[src/hw/rtl/sdia_pkg.sv]
// ---------------------------------------------------------------------------
// sdia_pkg
// Shared types, codes and saturation helpers for the sample ring averager.
// ---------------------------------------------------------------------------
package sdia_pkg;

  localparam int RING_DEPTH  = 1024;
  localparam int SLOT_W      = 10;
  localparam int AVERAGE_MAX = 16;

  // shared iterative unit widths
  localparam int UNIT_A_W   = 52;
  localparam int UNIT_B_W   = 32;
  localparam int UNIT_P_W   = UNIT_A_W + UNIT_B_W;
  localparam int MUL_STEPS  = UNIT_B_W;
  localparam int DIV_STEPS  = UNIT_A_W;
  localparam int STEP_W     = 6;

  // configuration register indexes
  localparam logic [2:0] CFG_MODE   = 3'd0;
  localparam logic [2:0] CFG_SCALE  = 3'd1;
  localparam logic [2:0] CFG_OFFSET = 3'd2;
  localparam logic [2:0] CFG_PERIOD = 3'd3;
  localparam logic [2:0] CFG_SPAN   = 3'd4;

  // transform modes
  localparam logic [1:0] MODE_RAW   = 2'd0;
  localparam logic [1:0] MODE_DERIV = 2'd1;
  localparam logic [1:0] MODE_INTEG = 2'd2;
  localparam logic [1:0] MODE_CUMUL = 2'd3;

  // item kinds
  localparam logic KIND_INSERT = 1'b0;
  localparam logic KIND_READ   = 1'b1;

  localparam logic signed [51:0] MAX48_W = 52'sh0_7FFF_FFFF_FFFF;
  localparam logic signed [51:0] MIN48_W = -52'sh0_8000_0000_0000;
  localparam logic signed [47:0] MAX48   = 48'sh7FFF_FFFF_FFFF;
  localparam logic signed [47:0] MIN48   = 48'sh8000_0000_0000;

  typedef struct packed {
    logic                go;
    logic                op_div;
    logic [UNIT_A_W-1:0] a;
    logic [UNIT_B_W-1:0] b;
  } unit_req_t;

  typedef struct packed {
    logic                done;
    logic [UNIT_P_W-1:0] prod;
    logic [UNIT_A_W-1:0] quo;
    logic [UNIT_B_W-1:0] rem;
  } unit_rsp_t;

  function automatic logic signed [47:0] sat48(input logic signed [51:0] x);
    if (x > MAX48_W) return MAX48;
    if (x < MIN48_W) return MIN48;
    return x[47:0];
  endfunction

  // sign applied to a magnitude, clipped to 48 signed bits
  function automatic logic signed [47:0] signed_sat(input logic neg, input logic [63:0] m);
    logic [63:0] nm;
    nm = 64'd0 - m;
    if (neg) begin
      if (m > 64'h0000_8000_0000_0000) return MIN48;
      return signed'(nm[47:0]);
    end
    if (m > 64'h0000_7FFF_FFFF_FFFF) return MAX48;
    return signed'(m[47:0]);
  endfunction

endpackage

[src/hw/rtl/sdia_iter_unit.sv]
// ---------------------------------------------------------------------------
// sdia_iter_unit
// Shared shift-add multiplier and restoring divider, one bit per cycle.
// ---------------------------------------------------------------------------
module sdia_iter_unit (
  input  logic                clk,
  input  logic                rst,
  input  sdia_pkg::unit_req_t req,
  output sdia_pkg::unit_rsp_t rsp
);

  logic                              active;
  logic                              op_div;
  logic                              done;
  logic [sdia_pkg::STEP_W-1:0]       step;
  logic [sdia_pkg::UNIT_P_W:0]       pr;
  logic [sdia_pkg::UNIT_B_W-1:0]     rem;
  logic [sdia_pkg::UNIT_B_W-1:0]     dvsr;
  logic [sdia_pkg::UNIT_A_W-1:0]     mcand;
  logic [sdia_pkg::UNIT_A_W:0]       mul_sum;
  logic [sdia_pkg::UNIT_B_W:0]       trial;
  logic                              ge;
  logic                              last;

  always_comb begin
    mul_sum = pr[sdia_pkg::UNIT_P_W:sdia_pkg::UNIT_B_W]
            + (pr[0] ? {1'b0, mcand} : '0);
    trial   = {rem, pr[sdia_pkg::UNIT_A_W-1]};
    ge      = trial >= {1'b0, dvsr};
    last    = op_div ? (step == sdia_pkg::STEP_W'(sdia_pkg::DIV_STEPS - 1))
                     : (step == sdia_pkg::STEP_W'(sdia_pkg::MUL_STEPS - 1));
  end

  always_ff @(posedge clk) begin
    if (rst) begin
      active <= 1'b0;
      done   <= 1'b0;
    end else begin
      done <= 1'b0;
      if (req.go) begin
        active <= 1'b1;
      end else if (active && last) begin
        active <= 1'b0;
        done   <= 1'b1;
      end
    end
  end

  // datapath
  always_ff @(posedge clk) begin
    if (req.go) begin
      op_div <= req.op_div;
      mcand  <= req.a;
      dvsr   <= req.b;
      step   <= '0;
      rem    <= '0;
      if (req.op_div) begin
        pr <= (sdia_pkg::UNIT_P_W + 1)'(req.a);
      end else begin
        pr <= (sdia_pkg::UNIT_P_W + 1)'(req.b);
      end
    end else if (active) begin
      step <= step + 1'b1;
      if (op_div) begin
        rem <= ge ? sdia_pkg::UNIT_B_W'(trial - {1'b0, dvsr})
                  : trial[sdia_pkg::UNIT_B_W-1:0];
        pr[sdia_pkg::UNIT_A_W-1:0] <= {pr[sdia_pkg::UNIT_A_W-2:0], ge};
      end else begin
        pr <= {1'b0, mul_sum, pr[sdia_pkg::UNIT_B_W-1:1]};
      end
    end
  end

  assign rsp.done = done;
  assign rsp.prod = pr[sdia_pkg::UNIT_P_W-1:0];
  assign rsp.quo  = pr[sdia_pkg::UNIT_A_W-1:0];
  assign rsp.rem  = rem;

endmodule

[config.mk]
export PLATFORM = sky130hd
export DESIGN_NAME = sdia_iter_unit
export DESIGN_NICKNAME = d
export VERILOG_FILES = /design/src/hw/rtl/sdia_pkg.sv /design/src/hw/rtl/sdia_iter_unit.sv
export SDC_FILE = /design/constraint.sdc
export NUM_CORES = 1
export LEC_CHECK = 0
export ABC_AREA = 1
export BUFFER_PORTS_ARGS = -buffer_cell sky130_fd_sc_hd__buf_4
export CAP_MARGIN = 20
export CORE_MARGIN = 2
export CORE_UTILIZATION = 58
export DETAILED_ROUTE_END_ITERATION = 7
export PLACE_DENSITY = 0.9
export SLEW_MARGIN = 20
export SYNTH_ARGS = -nofsm -noshare
export SYNTH_HDL_FRONTEND = slang
export SYNTH_SLANG_ARGS = --single-unit
[constraint.sdc]
create_clock -name clk -period 3.4 [get_ports clk]
set_input_delay 0.34 -clock clk [delete_from_list [all_inputs] [get_ports clk]]
set_output_delay 0.34 -clock clk [all_outputs]
set_load 0.1 [all_outputs]
After elaboration in Yosys (flattened, before gate mapping)
Cells that the tools add are included.
{"block": "word_totals", "regBits": 210, "in_bits": 88, "output_inout_bits": 169}
{"block": "op_classes", "n_addsub": 3, "order_cmp": 1, "eq_ne": 3, "n_mux": 11, "n_reduce_logical": 6}
{"operator": "two-way mux 85 bit", "count": 2}
{"operator": "two-way mux 52 bit", "count": 3}
{"operator": "adder 53 x 52 -> 53 bit", "count": 1}
{"operator": "greater-or-equal comparator 33 x 32 -> 1 bit", "count": 1}
{"operator": "two-way mux 33 bit", "count": 1}
{"operator": "two-way mux 32 bit", "count": 1}
{"operator": "subtractor 32 bit", "count": 1}
{"operator": "adder 6 x 1 -> 6 bit, second input constant", "count": 1}
{"operator": "equality test 6 x 5 -> 1 bit, second input constant", "count": 1}
{"operator": "equality test 6 bit, second input constant", "count": 1}
{"operator": "two-way mux 1 bit", "count": 4}
{"operator": "AND reduction 2 bit", "count": 2}
{"operator": "nonzero test 2 bit", "count": 2}
{"operator": "!= test 2 bit, second input constant", "count": 1}
{"operator": "OR reduction 2 bit", "count": 1}
{"operator": "logical AND 1 bit", "count": 1}

Depth between registers and ports, before layout
{"block": "depth", "word_depth": 5, "depth_mapped": 19}

Worst setup path before layout
OpenSTA, ideal clock, no wires.
{"block": "synth_timing", "path_type": "reg2reg", "startpoint": "register pr[0] in the netlist's numbering", "endpoint": "register pr[69] in the netlist's numbering, data pin", "setup_ns": 0.255, "arrival_ns": 2.903, "required_ns": 3.145, "setup_slack_ns": 0.242, "path_stages_with_launch": 17, "n_path_buf": 2, "synth_period_minus_slack_ns": 3.158, "cell_sequence": "edfxtp_1 clkbuf_1 clkbuf_1 nand2_1 inv_1 fa_1 nand2_1 nand2_1 o21ai_1 o21ai_1 nand3_1 nand2_1 nand2_1 nand2_1 nand2_1 a21oi_1 nor2_1"}
{"block": "synth_via", "elab_chain_len": 5}
{"element": "start: declaration", "line_no": "sdia_iter_unit.sv:16", "text": "logic [sdia_pkg::UNIT_P_W:0] pr;"}
{"element": "start signal: assignment", "line_no": "sdia_iter_unit.sv:58", "text": "pr <= (sdia_pkg::UNIT_P_W + 1)'(req.a);"}
{"element": "start signal: assignment", "line_no": "sdia_iter_unit.sv:60", "text": "pr <= (sdia_pkg::UNIT_P_W + 1)'(req.b);"}
{"element": "start signal: indexed assignment", "line_no": "sdia_iter_unit.sv:67", "text": "pr[sdia_pkg::UNIT_A_W-1:0] <= {pr[sdia_pkg::UNIT_A_W-2:0], ge};"}
{"element": "two-way mux 52 bit", "line_no": "sdia_iter_unit.sv:27", "text": "+ (pr[0] ? {1'b0, mcand} : '0);"}
{"element": "adder 53 x 52 -> 53 bit", "line_no": "sdia_iter_unit.sv:27"}
{"element": "two-way mux 33 bit", "line_no": "sdia_iter_unit.sv:64", "text": "if (op_div) begin"}
{"element": "two-way mux 85 bit", "line_no": "sdia_iter_unit.sv:62", "text": "end else if (active) begin"}
{"element": "two-way mux 85 bit", "line_no": "sdia_iter_unit.sv:51", "text": "if (req.go) begin"}
No other way between the ends. The select of a mux whose other input is x is not followed.
A chain may end at the register's enable or synchronous reset.

Worst setup path in the final report
{"block": "layout_timing", "startpoint": "register pr[0] in the netlist's numbering", "endpoint": "register pr[63] in the netlist's numbering, data pin"}
The elaborated chain is that of the path after synthesis.

==> metrics.yaml <==
worst_setup_path:
  endpoint_kind: "flop"
  cp.required_ps: 3700
  critPathLaunch: "pr[0]"
  critPathMaxFanout: 23
  path_cells: "buf_12, buf_12, nand2_1, inv_1, ha_1, fa_1, nand2_1, nand2_1, o21ai_2, inv_1, nand2_1, nand2_1, nand3_1, nand2_1, a21oi_1, nand2_1, nand2_1, nor2_1"
  r2r_cells: 18
  r2r_slack_ps: 200
  crit_top_cell: "nand2_1"
  r2r-end: "pr[63]"
  critPathMaxStageDelay_ps: 450
  crit_type: "reg -> reg"
  arrival_ps: 3490
  critPathSlowestCell: "edfxtp_1"
  cp-start-kind: "flop"
  crit_end: "pr[63]"
  reg2reg_from: "pr[0]"
clock_network:
  cts_num_sinks: 209
  cts-root-buf: "clkbuf_16"
  cts_buffer_depth: 3
  cts_setup_buffers: 0
  numCtsBuffers: 24
  clkLatencyLatePin_ps: 540
  cts_max_level: 1
  clkTransAtPathRegs_ps: 70
  cts_tree: "yes"
timing:
  final.period_utilization_pct: 94.0
  fin_crit_ps: 3200
  rsz0062_at_grt: "no"
  worst_pin_slew_ps: 891
  clock_skew_ps: 17.1
  setup_viol: 0
  whs_ps: 3.67
  maxSlewViolCount: 0
  setup-tns-final_ps: 0
  fmaxAchievable_ghz: 0.313
  hold_viol_final: 0
  max_slew_margin_pct: 40.6
power:
  power_switching_share_pct: 46.5
  intPower_mw: 5.66
  switching_power_mw: 4.91
  p_leak_nw: 8.99
  power.density_nw_per_um2: 580
  combPwrFrac_pct: 43.1
  max-vdd-ir-drop_mv: 0.520
  power_frac_clock_pct: 25.0
  power.share.sequential_pct: 31.9
yosys:
  synth_xor_area_share_pct: 1.85
  synth.avg_cell_area_um2: 7.14
  synth_edf_count: 169
  netlist_instances: 2124
  synth_flop_cell: "edfxtp_1"
  syn-num-nets: 2299
  async_flop_share_pct: 0
  synth_top_family_by_area: "simple AND/OR/NAND/NOR gates"
  synth.ff_latch_count: 209
  synth.distinct_cells: 48
  synth_compound_area_share_pct: 13.4
  ys_warn_count: 0
  synth_adder_area_share_pct: 7.28
  synth-simple-area-share_pct: 26.6
  yosysSeqAreaShare_pct: 38.7
  synthMuxAreaShare_pct: 0
  syn-cell-area_um2: 15200
global_route:
  grt_pass1_vias: 14700
  track_usage_pct: 40.4
  gr-total-overflow: 0
  antenna_found_initial: 0
  grt_pass1_wl_mm: 86.0
  grt_max_degree: 72
floorplanning:
  dieArea_um2: 27500
  rows: 59
  die_y_um: 166
  core_um2: 25800
  initial_core_util_pct: 58.7
  die_x_um: 166
  io_pins: 257
routing:
  dr.first_iter.drc_count: 2347
  viasPerCell: 5.91
  routed_wl_mm: 57.5
  drc_errors: 0
  vias: 16000
  drtPass1Iterations: 7
  postRouteAntennaNets: 0
  wl_per_cell_um: 21.2
final_layout:
  post-route-util_pct: 70.5
  stdcell_count: 2710
  insertedDiodeCount: 0
  drive_gt1_share_pct: 14.9
  layout.nets: 2532
  area_growth_pct: 20.1
run:
  max_cap_viol_count: 0
hold_path:
  hold_class: "in -> reg"
  hold_path_depth: 1
status:
  status: "complete, no violations"
place:
  io_buffer_count: 256
  dp.final_hpwl_mm: 44.0
  gp_congestion: 1.03
  dp.cells: 2635
-- cells by family after synthesis --
family,after synthesis
AND/OR/NAND/NOR,989
buffers and inverters,425
AO/OA/AOI/OAI,382
flip-flops,209
adder cells (fa/ha/maj),87
XOR/XNOR,32
-- repair_timing --
action,CTS,global route
endpoints found under the setup margin,0,5
endpoints found under the hold margin,32,0
hold buffers,31,0
resized for setup,0,3
-- cell usage after synthesis, types with 8 or more instances --
cell type  count  share of area, %
inv_1        315               7.8
nor2_1       223               5.5
xor2_1        28               1.6
o22ai_1       31               1.3
dfxtp_1       40               5.3
o21bai_1       8              0.40
a31oi_1       13              0.54
nand3_1      101               3.3
a21oi_1      193               6.4
clkbuf_1      37              0.92
o21ai_0      113               3.7
edfxtp_1     169                33
nor3_1        25              0.83
ha_1          85               7.0
nand2_1      602                15
buf_4         54               2.7
-- flip-flops by register name, indices dropped and copies added (netlist names) --
| signal | cells |
|---|---|
| mcand | 52 |
| pr | 84 |
| step | 6 |
| active | 1 |
| dvsr | 32 |
| op_div | 1 |
| rem | 32 |
| done | 1 |
-- placed cells by master, fill, tap and decap left out, types with 4 or more instances in the layout --
cell type	count
nor2_1	222
nand3_1	101
xor2_1	28
nand3b_1	6
inv_2	8
clkbuf_1	4
clkbuf_8	4
o21ai_0	112
o21ai_1	7
nand2_1	602
nor3_1	25
dlygate4sd3_1	31
nand4_1	6
edfxtp_1	169
nand2_2	4
buf_4	277
nor2_2	8
inv_1	312
ha_1	85
a31oi_1	13
a21oi_1	192
o22ai_1	31
dfxtp_1	40
xnor2_1	4
clkbuf_16	25
o21a_1	5
o21bai_1	8
-- stage by stage --
stage | area, um2 | total power, mW | setup slack [ps]
3_5_place_dp | 17100 | 7.80 | 230
2_1_floorplan | 15200 | 6.66 | 242
5_1_grt | 18200 | 10.9 | 42.8
4_1_cts | 18200 | 10.4 | 234
3_3_place_gp | 17100 | 7.77 | 225
6_report | 18200 | 10.6 | 203
-- cell type report --
type | instances | area (um2)
fill | 2024 | 7620
multi-input combinational | 1490 | 7470
sequential | 209 | 5880
timing repair buffer | 311 | 2450
inverter | 321 | 1200
clock buffer | 33 | 696
tap | 335 | 419
clock inverter | 11 | 103
-- power by group through the flow --
stage	Sequential, mW	Combinational (mW)	Clock (mW)
global placement	3.40	4.37	0
finish	3.37	4.55	2.65
detailed placement	3.40	4.40	0
floorplan	4.47	2.19	0
CTS	3.35	4.45	2.64
global route	3.38	4.77	2.73
-- metal layers --
layer  track usage (%)  up-vias  routed length [um]
li1                  -     7343                   -
met1              59.6     7298               23600
met2              60.8     1216               24300
met3              7.05      146                7530
met4              12.3        0                2120
met5                 0        -                   0
-- how the worst min path moves through the flow --
stage,from,endpoint,slack [ps]
after CTS,req[62],mcand[30],0.5
after global placement,step[1],step[1],460
after detailed placement,step[1],step[1],460
after global routing,req[78],mcand[46],2
final,req[27],dvsr[27],4
after floorplan,rst,done,420
-- worst max-delay path, delay by kind of cell (launching register included) --
| family | cells | cell delay [ps] |
|---|---|---|
| AND/OR/NAND/NOR | 10 | 900 |
| flip-flops | 1 | 450 |
| adder cells (fa/ha/maj) | 2 | 640 |
| buffers and inverters | 4 | 510 |
| AO/OA/AOI/OAI | 2 | 450 |
Note: power is estimated with default switching activity, not from simulation.
